==> src/rtl/assert_macros.svh <==
// Assertion macros for the RTL files of the CIDR calculator.
`ifndef ASSERT_MACROS_SVH
`define ASSERT_MACROS_SVH

// Same-cycle implication, sampled on aclk, off while aresetn is low.
`define ASSERT_IMPLY(label, pre, post, msg) \
    label: assert property (@(posedge aclk) disable iff (!aresetn) (pre) |-> (post)) \
        else $error(msg);

// Next-cycle implication, sampled on aclk, off while aresetn is low.
`define ASSERT_NEXT(label, pre, post, msg) \
    label: assert property (@(posedge aclk) disable iff (!aresetn) (pre) |=> (post)) \
        else $error(msg);

`endif

==> src/rtl/ipcalc_pkg.sv <==
// Types, codes, the address rule table and the classifier of the CIDR calculator.
package ipcalc_pkg;

    typedef struct packed {
        logic [7:0] character;
        logic       end_of_text;
    } in_t;

    typedef struct packed {
        logic [2:0]  status;
        logic [31:0] address;
        logic [5:0]  prefix_length;
        logic [31:0] subnet_mask;
        logic [31:0] network_address;
        logic        network_valid;
        logic [31:0] broadcast_address;
        logic        broadcast_valid;
        logic [31:0] first_host;
        logic [31:0] last_host;
        logic [31:0] host_count;
        logic [4:0]  address_kind;
    } out_t;

    typedef enum logic [2:0] {
        LX_START = 3'd0,
        LX_OCT   = 3'd1,
        LX_DOT   = 3'd2,
        LX_SLASH = 3'd3,
        LX_MASK  = 3'd4,
        LX_ERR   = 3'd5
    } lex_t;

    localparam logic [2:0] ST_OK          = 3'd0;
    localparam logic [2:0] ST_SYNTAX      = 3'd1;
    localparam logic [2:0] ST_OCTET_COUNT = 3'd2;
    localparam logic [2:0] ST_OCTET_RANGE = 3'd3;
    localparam logic [2:0] ST_PREFIX      = 3'd4;

    localparam logic [4:0] KIND_PUBLIC_A = 5'd16;
    localparam logic [4:0] KIND_PUBLIC_B = 5'd17;
    localparam logic [4:0] KIND_PUBLIC_C = 5'd18;

    localparam logic [7:0] CLASS_A_TOP = 8'd127;
    localparam logic [7:0] CLASS_B_TOP = 8'd191;

    localparam int NUM_RULES = 16;

    localparam logic [31:0] RULE_ADDR [NUM_RULES] = '{
        32'h00000000, 32'hFFFFFFFF, 32'h00000000, 32'h64400000,
        32'h7F000000, 32'hA9FE0000, 32'hC0000000, 32'hC0000200,
        32'hC6120000, 32'hC6336400, 32'hCB007100, 32'h0A000000,
        32'hAC100000, 32'hC0A80000, 32'hE0000000, 32'hF0000000
    };

    localparam logic [31:0] RULE_MASK [NUM_RULES] = '{
        32'hFFFFFFFF, 32'hFFFFFFFF, 32'hFF000000, 32'hFFC00000,
        32'hFF000000, 32'hFFFF0000, 32'hFFFFFF00, 32'hFFFFFF00,
        32'hFFFE0000, 32'hFFFFFF00, 32'hFFFFFF00, 32'hFF000000,
        32'hFFF00000, 32'hFFFF0000, 32'hF0000000, 32'hF0000000
    };

    // Only the "this network" rule is skipped for a zero prefix.
    localparam logic [NUM_RULES-1:0] RULE_NEEDS_PREFIX = 16'b0000_0000_0000_0100;

    // First matching rule wins; otherwise public class by the first octet.
    function automatic logic [4:0] classify(input logic [31:0] addr,
                                            input logic [5:0]  prefix);
        logic [4:0] kind;
        logic       hit;
        logic [7:0] top;
        hit  = 1'b0;
        kind = KIND_PUBLIC_C;
        top  = addr[31:24];
        for (int i = 0; i < NUM_RULES; i++) begin
            if (!hit && ((addr & RULE_MASK[i]) == RULE_ADDR[i])
                    && !(RULE_NEEDS_PREFIX[i] && (prefix == 6'd0))) begin
                hit  = 1'b1;
                kind = 5'(i);
            end
        end
        if (!hit) begin
            if (top <= CLASS_A_TOP) begin
                kind = KIND_PUBLIC_A;
            end else if (top <= CLASS_B_TOP) begin
                kind = KIND_PUBLIC_B;
            end else begin
                kind = KIND_PUBLIC_C;
            end
        end
        return kind;
    endfunction

endpackage

==> src/rtl/ipv4_cidr_parse_and_subnet_calc.sv <==
// Top level of the IPv4 CIDR text parser and subnet calculator.
// This block reads CIDR text such as "192.168.1.7/24" one character per item
// and, on an item with end_of_text set, returns one result item with the
// status, the parsed address and prefix, the mask, network and broadcast
// addresses, the host range, the usable host count and the address kind. Any
// error status zeroes every other field. The block takes one item per cycle
// while the output register does not stall it: an accepted item sits in an
// input register, the lexer and the subnet arithmetic act on it there, and an
// end item's result is written to the output register as the end item leaves
// the input register. The only stall comes from the output register: an end
// item waits in the input register while an earlier result has not been taken,
// and the input side then holds off further items. After each end item the
// lexer returns to its start state, ready for the next text.
module ipv4_cidr_parse_and_subnet_calc (
    input  logic              aclk,
    input  logic              aresetn,
    input  logic              s_valid,
    output logic              s_ready,
    input  ipcalc_pkg::in_t   s_data,
    output logic              m_valid,
    input  logic              m_ready,
    output ipcalc_pkg::out_t  m_data
);
    import ipcalc_pkg::*;

    `include "assert_macros.svh"

    // Input register.
    logic in_valid_reg, in_valid_next;
    in_t  in_data_reg;

    // Lexer state.
    lex_t        lex_state_reg, lex_state_next;
    logic [2:0]  octets_seen_reg, octets_seen_next;
    logic [8:0]  number_acc_reg, number_acc_next;
    logic [31:0] address_shift_reg, address_shift_next;
    logic        range_error_reg, range_error_next;

    // Output register.
    logic m_valid_reg, m_valid_next;
    out_t m_data_reg, m_data_next;

    logic        out_free;
    logic        in_advance;
    logic        result_load;
    logic        is_digit;
    logic [3:0]  digit_value;
    logic [12:0] acc_times_ten;
    logic [8:0]  acc_digit;
    logic [2:0]  octets_inc;
    logic [5:0]  prefix;
    logic [31:0] mask;
    logic [31:0] net;
    logic [31:0] bcast;
    logic [2:0]  status;

    // An end item can move on only when the output register is free or
    // being emptied this cycle; a plain character always moves on.
    assign out_free    = !m_valid_reg || m_ready;
    assign in_advance  = in_valid_reg && (!in_data_reg.end_of_text || out_free);
    assign result_load = in_advance && in_data_reg.end_of_text;
    assign s_ready     = !in_valid_reg || in_advance;

    assign m_valid = m_valid_reg;
    assign m_data  = m_data_reg;

    always_comb begin
        in_valid_next = in_valid_reg;
        if (s_valid && s_ready) begin
            in_valid_next = 1'b1;
        end else if (in_advance) begin
            in_valid_next = 1'b0;
        end
    end

    // Decimal accumulation saturates at 256, so overlong runs fail the
    // octet or prefix range check.
    assign is_digit      = (in_data_reg.character >= 8'h30) && (in_data_reg.character <= 8'h39);
    assign digit_value   = 4'(in_data_reg.character - 8'h30);
    assign acc_times_ten = {1'b0, number_acc_reg, 3'b000} + {3'b000, number_acc_reg, 1'b0}
                           + {9'd0, digit_value};
    assign acc_digit     = (acc_times_ten > 13'd256) ? 9'd256 : acc_times_ten[8:0];
    assign octets_inc    = (octets_seen_reg == 3'd7) ? 3'd7 : octets_seen_reg + 3'd1;

    always_comb begin
        lex_state_next     = lex_state_reg;
        octets_seen_next   = octets_seen_reg;
        number_acc_next    = number_acc_reg;
        address_shift_next = address_shift_reg;
        range_error_next   = range_error_reg;
        if (in_advance) begin
            if (in_data_reg.end_of_text) begin
                lex_state_next     = LX_START;
                octets_seen_next   = 3'd0;
                number_acc_next    = 9'd0;
                address_shift_next = 32'd0;
                range_error_next   = 1'b0;
            end else if (is_digit) begin
                unique case (lex_state_reg)
                    LX_START, LX_OCT, LX_DOT: begin
                        number_acc_next = acc_digit;
                        lex_state_next  = LX_OCT;
                    end
                    LX_SLASH, LX_MASK: begin
                        number_acc_next = acc_digit;
                        lex_state_next  = LX_MASK;
                    end
                    default: begin
                        lex_state_next = LX_ERR;
                    end
                endcase
            end else if (lex_state_reg == LX_OCT
                         && (in_data_reg.character == 8'h2E
                             || in_data_reg.character == 8'h2F)) begin
                // A dot or a slash closes the current octet.
                if (number_acc_reg[8]) begin
                    range_error_next = 1'b1;
                end
                address_shift_next = {address_shift_reg[23:0], number_acc_reg[7:0]};
                octets_seen_next   = octets_inc;
                number_acc_next    = 9'd0;
                lex_state_next     = (in_data_reg.character == 8'h2E) ? LX_DOT : LX_SLASH;
            end else begin
                lex_state_next = LX_ERR;
            end
        end
    end

    // Result arithmetic on the state left by the text.
    assign prefix = number_acc_reg[5:0];
    assign mask   = ~(32'hFFFFFFFF >> prefix);
    assign net    = address_shift_reg & mask;
    assign bcast  = net | ~mask;

    always_comb begin
        priority if (lex_state_reg != LX_MASK) begin
            status = ST_SYNTAX;
        end else if (octets_seen_reg != 3'd4) begin
            status = ST_OCTET_COUNT;
        end else if (range_error_reg) begin
            status = ST_OCTET_RANGE;
        end else if (number_acc_reg > 9'd32) begin
            status = ST_PREFIX;
        end else begin
            status = ST_OK;
        end
    end

    always_comb begin
        m_data_next        = '0;
        m_data_next.status = status;
        if (status == ST_OK) begin
            m_data_next.address           = address_shift_reg;
            m_data_next.prefix_length     = prefix;
            m_data_next.subnet_mask       = mask;
            m_data_next.network_valid     = (prefix != 6'd31);
            m_data_next.network_address   = (prefix != 6'd31) ? net : 32'd0;
            m_data_next.broadcast_valid   = (prefix <= 6'd30);
            m_data_next.broadcast_address = (prefix <= 6'd30) ? bcast : 32'd0;
            m_data_next.address_kind      = classify(address_shift_reg, prefix);
            if (prefix == 6'd32) begin
                m_data_next.first_host = address_shift_reg;
                m_data_next.last_host  = address_shift_reg;
                m_data_next.host_count = 32'd1;
            end else if (prefix == 6'd31) begin
                m_data_next.first_host = address_shift_reg;
                m_data_next.last_host  = address_shift_reg + 32'd1;
                m_data_next.host_count = 32'd2;
            end else begin
                // The inverted mask is the block size minus one.
                m_data_next.first_host = net + 32'd1;
                m_data_next.last_host  = bcast - 32'd1;
                m_data_next.host_count = ~mask - 32'd1;
            end
        end
    end

    always_comb begin
        m_valid_next = m_valid_reg;
        if (result_load) begin
            m_valid_next = 1'b1;
        end else if (m_ready) begin
            m_valid_next = 1'b0;
        end
    end

    always_ff @(posedge aclk) begin
        if (!aresetn) begin
            in_valid_reg      <= 1'b0;
            lex_state_reg     <= LX_START;
            octets_seen_reg   <= 3'd0;
            number_acc_reg    <= 9'd0;
            address_shift_reg <= 32'd0;
            range_error_reg   <= 1'b0;
            m_valid_reg       <= 1'b0;
        end else begin
            in_valid_reg      <= in_valid_next;
            lex_state_reg     <= lex_state_next;
            octets_seen_reg   <= octets_seen_next;
            number_acc_reg    <= number_acc_next;
            address_shift_reg <= address_shift_next;
            range_error_reg   <= range_error_next;
            m_valid_reg       <= m_valid_next;
        end
    end

    always_ff @(posedge aclk) begin
        if (s_valid && s_ready) begin
            in_data_reg <= s_data;
        end
        if (result_load) begin
            m_data_reg <= m_data_next;
        end
    end

    `ASSERT_NEXT(a_end_clears_lexer, result_load,
        lex_state_reg == LX_START && octets_seen_reg == 3'd0 && number_acc_reg == 9'd0,
        "lexer not back at start after end item")

    `ASSERT_IMPLY(a_error_zeroes_fields, m_valid_reg && m_data_reg.status != ST_OK,
        m_data_reg.address == 32'd0 && m_data_reg.host_count == 32'd0,
        "error result carries nonzero fields")

    `ASSERT_IMPLY(a_network_valid_rule, m_valid_reg && m_data_reg.status == ST_OK,
        m_data_reg.network_valid == (m_data_reg.prefix_length != 6'd31),
        "network_valid disagrees with prefix")

    `ASSERT_IMPLY(a_broadcast_needs_network, m_valid_reg && m_data_reg.broadcast_valid,
        m_data_reg.network_valid && m_data_reg.prefix_length <= 6'd30,
        "broadcast valid without valid network")

endmodule
==> config.mk <==
export PLATFORM = sky130hd
export DESIGN_NAME = ipv4_cidr_parse_and_subnet_calc
export DESIGN_NICKNAME = d
export VERILOG_FILES = /design/src/rtl/ipcalc_pkg.sv /design/src/rtl/ipv4_cidr_parse_and_subnet_calc.sv
export VERILOG_INCLUDE_DIRS = /design/src /design/src/rtl
export SDC_FILE = /design/constraint.sdc
export NUM_CORES = 1
export LEC_CHECK = 0
export BUFFER_PORTS_ARGS = -buffer_cell sky130_fd_sc_hd__buf_2
export CAP_MARGIN = 20
export CORE_MARGIN = 2
export CORE_UTILIZATION = 40
export CTS_BUF_LIST = sky130_fd_sc_hd__clkbuf_8
export CTS_CLUSTER_DIAMETER = 60
export DETAILED_ROUTE_END_ITERATION = 10
export PLACE_DENSITY = 0.65
export SKIP_CTS_REPAIR_TIMING = 1
export SYNTH_ARGS = -nofsm -noshare
export SYNTH_HDL_FRONTEND = slang
export SYNTH_SLANG_ARGS = --single-unit
==> constraint.sdc <==
create_clock -name aclk -period 6.3 [get_ports aclk]
set_input_delay 0.945 -clock aclk [delete_from_list [all_inputs] [get_ports aclk]]
set_output_delay 0.945 -clock aclk [all_outputs]
set_load 0.05 [all_outputs]
==> results.cfg, run 1 <==
[place]
port_buffers = 254
hpwl_um = 31200
place.gp.congestion = 0.907
place_area_um2 = 16100
post-place-cells = 1997

[cells_and_area]
drive_above_1_share_pct = 23.3
design_area_um2 = 17200
largest_reg_flops = 239
fill_cells = 3375
instances_no_fill = 2092
nNetsFinal = 1621
n_antenna_cell = 0
finalCoreUtilization_pct = 47.4
syn2layout_area_growth_pct = 17.5

[timing]
drv_slew = 0
fin_tns_setup_ns = 0
max_slew_margin_pct = 23.6
rsz0062_at_grt = no
fin_crit_sh_pct = 62.3
setup_viol = 0
tightest_slew_ns = 1.15
finalHoldViolations = 0
worst_clock_skew_ns = 0.0313
holdWs_ns = 0.493
period_needed_ns = 3.93
fmaxAchievable_ghz = 0.255

[synth]
synth_top_family_by_area = simple AND/OR/NAND/NOR gates
syn_nets = 1407
synth.distinct_cells = 80
synth_area_per_cell_um2 = 10.7
dominantRegCellSynth = edfxtp_1
syn_inst = 1369
async_reset_ff_share_pct = 0
syn_area_um2 = 14600
synthXorXnorAreaFrac_pct = 2.16
ys_ff_latch = 298
synth_compound_area_share_pct = 11.1
synthSimpleGateAreaFrac_pct = 22.3
ys_warn_count = 0
muxShareOfSynthArea_pct = 0.274
ys_seq_area_share_pct = 57.8
synth_adder_area_share_pct = 2.24
synth_edf_count = 248

[routing]
drt-total-wl_um = 46200
avgRoutedWirePerCell_um = 22.1
post-route-drc-count = 0
firstDrtPassIters = 5
drtAntennaViolNets = 0
drtIter0Drc = 1222
vias = 12200
viasPerCell = 5.82

[cts]
clk_pin_slew_ns = 0.07
root_buffer = clkbuf_8
clkLatencyLatePin_ns = 0.63
cts_max_level = 2
cts_tree = yes
clkSinkCount = 298
clock_path_buffers = 3
numCtsBuffers = 51

[setup_path]
cp-startpoint = number_acc_reg[3]
reg2reg_depth = 11
cp_cell_sequence = buf_4 -> and2_1 -> a21oi_1 -> nor2_1 -> ha_1 -> nand2_1 -> nor4_1 -> nand4_1 -> nor3_1 -> xor2_1 -> o22ai_1
critPathLaunchType = flip-flop
required_ns = 6.64
worstPathMaxFanout = 25
timing.rr.start = number_acc_reg[3]
max_stage_delay_ns = 0.53
worst_ep_arrival_time_ns = 4.26
slowest_stage = dfxtp_1
end_kind = flip-flop
crit_type = flip-flop to flip-flop

[global_route]
antenna_found_initial = 0
first_global_vias = 11400
grt_pass1_wl_um = 69800
grt_use_total_pct = 24.0
grt_overflow = 0
grt_max_degree = 175

[die]
core_area_um2 = 36300
pin_count = 255
die_y_um = 195
die_area_um2 = 38100
initial_utilization_pct = 40.3
dieWidth_um = 195
rows = 70

[worst_hold_path]
hold_depth = 1
hold_class = input pin to flip-flop
worstHoldStart = s_data[0]

[status]
outcome = complete, no violations

[run]
maxCapViolCount = 0

[pwr]
leakagePower_nw = 7.00
p_per_area_nw_per_um2 = 236
peakVddDrop_v = 0.000171
Yosys cell counts (6+ instances only):
library cell	number	area share, %
a211oi_1	9	0.46
a21oi_1	73	2.5
a22o_1	7	0.42
a22oi_1	35	1.8
a31oi_1	16	0.68
and2_1	37	1.6
and3_1	16	0.68
and4_1	7	0.42
buf_2	14	0.48
buf_6	6	0.46
clkbuf_1	82	2.1
dfxtp_1	50	6.8
edfxtp_1	248	51
ha_1	23	2.0
inv_1	29	0.74
nand2_1	87	2.2
nand2b_1	16	0.68
nand3_1	34	1.2
nand4_1	26	1.1
nor2_1	217	5.6
nor2b_1	40	1.7
nor3_1	37	1.3
nor3b_1	7	0.36
nor4_1	25	1.1
o211ai_1	6	0.31
o21a_1	8	0.41
o21ai_0	41	1.4
o22ai_1	10	0.43
or3_1	16	0.68
or4_1	8	0.41
xnor2_1	22	1.3
xor2_1	14	0.84
report_power, final:
part,total (W),internal (W),switching (W)
clock network,0.00176,0.000931,0.000833
registers,0.00216,0.00215,0.0000111
logic,0.000135,0.0000246,0.000110
total,0.00406,0.00310,0.000954
placed cells by master, fill, tap and decap left out, types with 8 or more instances in the layout:
cell | Yosys | routed
a211oi_1 | 9 | 9
a21oi_1 | 73 | 73
a22oi_1 | 35 | 35
a31oi_1 | 16 | 16
and2_1 | 37 | 37
and3_1 | 16 | 16
buf_2 | 14 | 254
buf_4 | 4 | 17
clkbuf_8 | 0 | 51
clkinv_1 | 0 | 10
clkinv_2 | 0 | 12
dfxtp_1 | 50 | 49
edfxtp_1 | 248 | 248
ha_1 | 23 | 23
inv_1 | 29 | 38
nand2_1 | 87 | 86
nand2b_1 | 16 | 16
nand3_1 | 34 | 34
nand4_1 | 26 | 26
nor2_1 | 217 | 217
nor2b_1 | 40 | 40
nor3_1 | 37 | 37
nor4_1 | 25 | 25
o21a_1 | 8 | 8
o21ai_0 | 41 | 41
o22ai_1 | 10 | 10
or3_1 | 16 | 16
or4_1 | 8 | 8
xnor2_1 | 22 | 22
xor2_1 | 14 | 14
cell type report:
| class | instances | area (um^2) | area share [%] |
|---|---|---|---|
| inverters | 29 | 113 | 0.656 |
| clock buffers | 51 | 702 | 4.09 |
| repair buffers | 273 | 1450 | 8.42 |
| multi-input cells | 930 | 5560 | 32.4 |
| well taps | 468 | 586 | 3.41 |
| clock inverters | 43 | 312 | 1.81 |
| flip-flops and latches | 298 | 8450 | 49.2 |
metrics by stage:
stage                     setup WS [ns]  total power [W]
after floorplan                   0.930          0.00230
after global placement             2.55          0.00233
after detailed placement           2.46          0.00233
after CTS                          2.44          0.00409
after global routing               2.07          0.00418
final                              2.37          0.00406
critical path: cells and delay by family, from the launching register on:
kind                       cells  cell delay [ns]
and+or+nand+nor                6             1.99
DFF                            1             0.53
AOI/OAI and AO/OA              2             0.35
buffers and inverters          1             0.37
xor gates and xnor gates       1             0.18
adders and majority gates      1             0.24
worst paths after layout:
| path | endpoint | slack (ns) |
|---|---|---|
| setup / recovery | m_data[67] | 2.37 |
| hold reg to reg | octets_seen_reg[2] | 0.54 |
| setup reg to reg | m_data[67] | 2.37 |
| hold / removal | in_data_reg[0] | 0.49 |
logic make-up (layout without fill, tap and decap cells):
family,Yosys count,in the layout
flip-flops,298,298
AND/OR/NAND/NOR,617,617
multiplexers,4,4
buffers and inverters,141,396
XOR/XNOR,36,36
AO/OA/AOI/OAI,248,248
adder cells (fa/ha/maj),25,25
routing by layer:
layer / routed length (um) / share of wire, % / up-vias / track usage [%]
met2: 21000 / 46 / 703 / 37.4
met5: 0 / 0 / - / 0
met4: 1930 / 4.2 / 0 / 11.3
li1: - / - / 5454 / -
met3: 4010 / 8.7 / 111 / 4.72
met1: 19200 / 42 / 5898 / 32.3
No activity file was read; power rests on OpenSTA's default activity.
==> run 2: changes to the inputs <==
PLACE_DENSITY = 0.62   (was 0.65)
clock period = 3.7 ns   (was 6.3 ns; I/O delays follow)
==> run 2 against run 1 <==
Net effect: maximum frequency is 23% higher; power up 71%; wire length increased by 3.3%; clock power up 72%; global-route usage is 0.36 points higher; first-iteration DRC count increased by 2.8%; critical endpoint is now number_acc_reg[3]; largest power group unchanged.
==> results.cfg, run 2 (synthesis results as in run 1) <==
[status]
outcome = complete, no violations

[die]
initial_utilization_pct = 40.3
die_y_um = 195
core_area_um2 = 36300
die_area_um2 = 38100
rows = 70
pin_count = 255
dieWidth_um = 195

[timing]
max_slew_margin_pct = 32.6
drv_slew = 0
setup_viol = 0
fmaxAchievable_ghz = 0.313
fin_crit_sh_pct = 86.4
finalHoldViolations = 0
fin_ws_ns = 0.504
rsz0062_at_grt = no
period_needed_ns = 3.20
holdWs_ns = 0.111
worst_clock_skew_ns = 0.0441
tightest_slew_ns = 1.01

[worst_hold_path]
hold_class = input pin to flip-flop

[setup_path]
r2r_end = number_acc_reg[3]
cp-startpoint = number_acc_reg[2]
critPathLaunchType = flip-flop
reg2reg_depth = 10
crit_type = flip-flop to flip-flop
cp-endpoint = number_acc_reg[3]
end_kind = flip-flop
required_ns = 4.23
r2r_setup_slack_ns = 0.50
timing.rr.start = number_acc_reg[2]
worst_ep_arrival_time_ns = 3.73
worstPathMaxFanout = 30

[routing]
viasPerCell = 5.65
post-route-drc-count = 0
drtAntennaViolNets = 0
drt-total-wl_um = 47700
avgRoutedWirePerCell_um = 22.4
firstDrtPassIters = 7
vias = 12000
drtIter0Drc = 1256

[cts]
cts_max_level = 2
root_buffer = clkbuf_8
numCtsBuffers = 52
cts_tree = yes
clk_pin_slew_ns = 0.06
clkLatencyLatePin_ns = 0.61
clkSinkCount = 298
clock_path_buffers = 3

[global_route]
grt_max_degree = 157
grt_overflow = 0
antenna_found_initial = 0
grt_pass1_wl_um = 70900
grt_use_total_pct = 24.3
first_global_vias = 11500

[cells_and_area]
n_antenna_cell = 0
syn2layout_area_growth_pct = 19.6
design_area_um2 = 17500
finalCoreUtilization_pct = 48.2
nNetsFinal = 1659
instances_no_fill = 2130
layout_commonest_cell = buf_2
final_cell_mix = 254 x buf_2, 248 x edfxtp_1, 217 x nor2_1, 85 x nand2_1, 73 x a21oi_1
largest_reg_flops = 239
drive_above_1_share_pct = 25.2

[place]
place.gp.congestion = 0.904
post-place-cells = 2035
place_area_um2 = 16400
port_buffers = 254
dp_slack_ns = 0.516
hpwl_um = 33800

[pwr]
power_frac_comb_pct = 3.4
leakagePower_nw = 7.18
power_frac_seq_pct = 53.0
p_sw_share_pct = 23.1
p_int_w = 0.00532
p_per_area_nw_per_um2 = 396
peakVddDrop_v = 0.000222
power_switching_w = 0.00160
clkPwrFrac_pct = 43.6

[run]
maxCapViolCount = 0
-- run 2: cell count changes in the layout (fill, tap and decap cells not counted), moves of 2 or more --
cell        previous run  this run
inv_6                  0         4
clkinv_1              10        13
buf_4                 17        54
clkinv_2              12         7
clkbuf_8              51        56
inv_1                 38        36
clkinvlp_4             5         2
-- run 2: worst min path at each step --
stage	from	endpoint	slack [ns]	cells past startpoint
floorplan	in_data_reg[1]	number_acc_reg[0]	0.46	1
global placement	range_error_reg	range_error_reg	0.49	2
detailed placement	range_error_reg	range_error_reg	0.51	2
CTS	s_data[0]	in_data_reg[0]	0.09	1
global route	s_data[2]	in_data_reg[2]	0.09	1
finish	s_data[0]	in_data_reg[0]	0.11	1
-- run 2: layout make-up --
| class | instances | area, um^2 |
|---|---|---|
| Fill cell | 3380 | 18800 |
| Sequential cell | 298 | 8450 |
| Multi-Input combinational cell | 930 | 5580 |
| Timing Repair Buffer | 310 | 1720 |
| Clock buffer | 56 | 771 |
| Tap cell | 468 | 586 |
| Clock inverter | 39 | 273 |
| Inverter | 29 | 113 |
-- run 2: critical path, stage by stage (launching register included) --
cell      delay [ns]
dfxtp_1         0.33
buf_4           0.35
fa_1            0.51
ha_1            0.30
a21oi_1         0.18
o211ai_1        0.16
nor2_1          0.17
xnor2_1         0.10
or4_1           0.55
a21oi_1         0.32
a22o_1          0.18
-- run 2: power groups by stage --
| stage | combinational [W] | clock [W] | sequential (W) |
|---|---|---|---|
| floorplan | 0.0000652 | 0 | 0.00386 |
| global placement | 0.000234 | 0 | 0.00374 |
| detailed placement | 0.000235 | 0 | 0.00374 |
| CTS | 0.000235 | 0.00309 | 0.00367 |
| global route | 0.000245 | 0.00324 | 0.00367 |
| finish | 0.000233 | 0.00302 | 0.00367 |
-- run 2: metal layers --
| metal | vias to the layer above | GRT usage [%] | share of wire (%) |
|---|---|---|---|
| met2 | 663 | 38.2 | 46 |
| met3 | 91 | 4.35 | 8.7 |
| met1 | 5757 | 34.0 | 42 |
| li1 | 5520 | - | - |
| met4 | 0 | 8.62 | 3.2 |
| met5 | - | 0 | 0 |
-- run 2: through the flow --
step / total power [W] / setup TNS (ns)
after global routing: 0.00716 / 0
after global placement: 0.00398 / 0
after floorplan: 0.00392 / -268.41
after detailed placement: 0.00398 / 0
after CTS: 0.00700 / 0
final: 0.00693 / 0
==> run 3: changes to the inputs <==
PLACE_DENSITY = 0.61   (was 0.62)
==> run 3 against run 2 <==
Net effect: sequential cell count stayed put; wire length down 2.8%; first-iteration DRC count rose by 1.4%; core utilization is 0.13 points lower; clock skew shrank 0.018 ns; global-route usage fell by 0.36 points; count of clock-buffer cells in the layout fell by 2; setup slack gained 0.046 ns; critical path depth down 3; cell count down 0.28%; critical path type unchanged; largest cell class unchanged; largest power group unchanged.
==> results.cfg, run 3 (synthesis results as in run 1) <==
[status]
outcome = complete, no violations

[global_route]
antenna_found_initial = 1
grt_overflow = 0
grt_pass1_wl_um = 69900
grt_max_degree = 127
grt_use_total_pct = 24.0
first_global_vias = 11600

[die]
pin_count = 255
dieWidth_um = 195
die_y_um = 195
initial_utilization_pct = 40.3
core_area_um2 = 36300
rows = 70
die_area_um2 = 38100

[pwr]
peakVddDrop_v = 0.000224
p_per_area_nw_per_um2 = 398
leakagePower_nw = 7.17

[place]
dp_slack_ns = 0.602
hpwl_um = 32500
place.gp.congestion = 0.912
place_area_um2 = 16400
port_buffers = 254

[timing]
rsz0062_at_grt = no
fin_crit_sh_pct = 85.2
setup_viol = 0
fin_tns_setup_ns = 0
fin_ws_ns = 0.549
period_needed_ns = 3.15
worst_clock_skew_ns = 0.0256
fmaxAchievable_ghz = 0.317
finalHoldViolations = 0
max_slew_margin_pct = 38.6
drv_slew = 0
holdWs_ns = 0.118
tightest_slew_ns = 0.913

[setup_path]
end_kind = flip-flop
max_stage_delay_ns = 0.53
cp_cell_sequence = nor4_1 -> nand4_1 -> nor4_1 -> nand3_1 -> nor4_1 -> xor2_1 -> a221oi_1
path_depth = 7
cp-startpoint = address_shift_reg[3]
worstPathMaxFanout = 13
critPathLaunchType = flip-flop
slowest_stage = nor4_1
worst-path-buf-inv = 0
worst_ep_arrival_time_ns = 3.53
timing.rr.start = address_shift_reg[3]
crit_type = flip-flop to flip-flop
reg2reg_depth = 7
critical-path-top-delay-family = simple AND/OR/NAND/NOR gates
required_ns = 4.08
crit_path_frequent_cell = nor4_1

[cells_and_area]
regArea_um2 = 8450
syn2layout_area_growth_pct = 19.3
drive_above_1_share_pct = 24.9
final_cell_mix = 254 x buf_2, 248 x edfxtp_1, 217 x nor2_1, 85 x nand2_1, 73 x a21oi_1
layout_commonest_cell = buf_2
fill_cells = 3432
design_area_um2 = 17400
finalCoreUtilization_pct = 48.1
nNetsFinal = 1653
largest_reg_flops = 239
n_antenna_cell = 0
multi_input_area_um2 = 5580

[routing]
drt-total-wl_um = 46300
wl_met3_um = 3860
viasPerCell = 5.68
drt-met1-wl_um = 19600
routed-wl-met2_um = 20900
avgRoutedWirePerCell_um = 21.8
vias = 12100
drtIter0Drc = 1274
firstDrtPassIters = 5
drtAntennaViolNets = 0
highest_layer = met4
post-route-drc-count = 0

[cts]
cts_tree = yes
clock_path_buffers = 3
clk_pin_slew_ns = 0.06
numCtsBuffers = 52
clkLatencyLatePin_ns = 0.63
clkSinkCount = 298
root_buffer = clkbuf_8
cts_max_level = 2

[worst_hold_path]
worstHoldStart = s_data[6]
hold_class = input pin to flip-flop
hold_depth = 1

[run]
maxCapViolCount = 0
==> run 3: report_power, final <==
part | internal (W) | switching, W
sequential | 0.00365 | 0.0000187
clock | 0.00165 | 0.00139
combinational | 0.0000441 | 0.000190
total | 0.00534 | 0.00159
==> run 3: path summary, 6_finish.rpt <==
kind | endpoint | slack, ns
max | m_data[64] | 0.55
min | in_data_reg[6] | 0.12
max reg2reg | m_data[64] | 0.55
min reg2reg | octets_seen_reg[2] | 0.53
==> run 3: worst register-to-register path, stage by stage (launching register included) <==
cell and delay (ns):
dfxtp_1 0.49, nor4_1 0.53, nand4_1 0.29, nor4_1 0.48, nand3_1 0.30, nor4_1 0.32
xor2_1 0.11, a221oi_1 0.40
==> run 3: metal layers <==
metal / up-vias / global-route usage (%)
met4: 0 / 11.9
met1: 5824 / 32.8
li1: 5512 / -
met3: 118 / 4.70
met2: 615 / 36.5
met5: - / 0
==> run 3: layout make-up <==
cell class              count  share of cell area [%]
inverters                  29                   0.646
multi-input cells         930                    32.0
well taps                 468                    3.36
clock buffers              54                    4.26
repair buffers            304                    9.58
clock inverters            41                    1.70
flip-flops and latches    298                    48.5
==> run 3: stage by stage <==
step | power, W | cells
3_3_place_gp | 0.00398 | 2029
2_1_floorplan | 0.00392 | 1369
4_1_cts | 0.00702 | 2124
6_report | 0.00694 | 2124
3_5_place_dp | 0.00398 | 2029
5_1_grt | 0.00716 | 2124
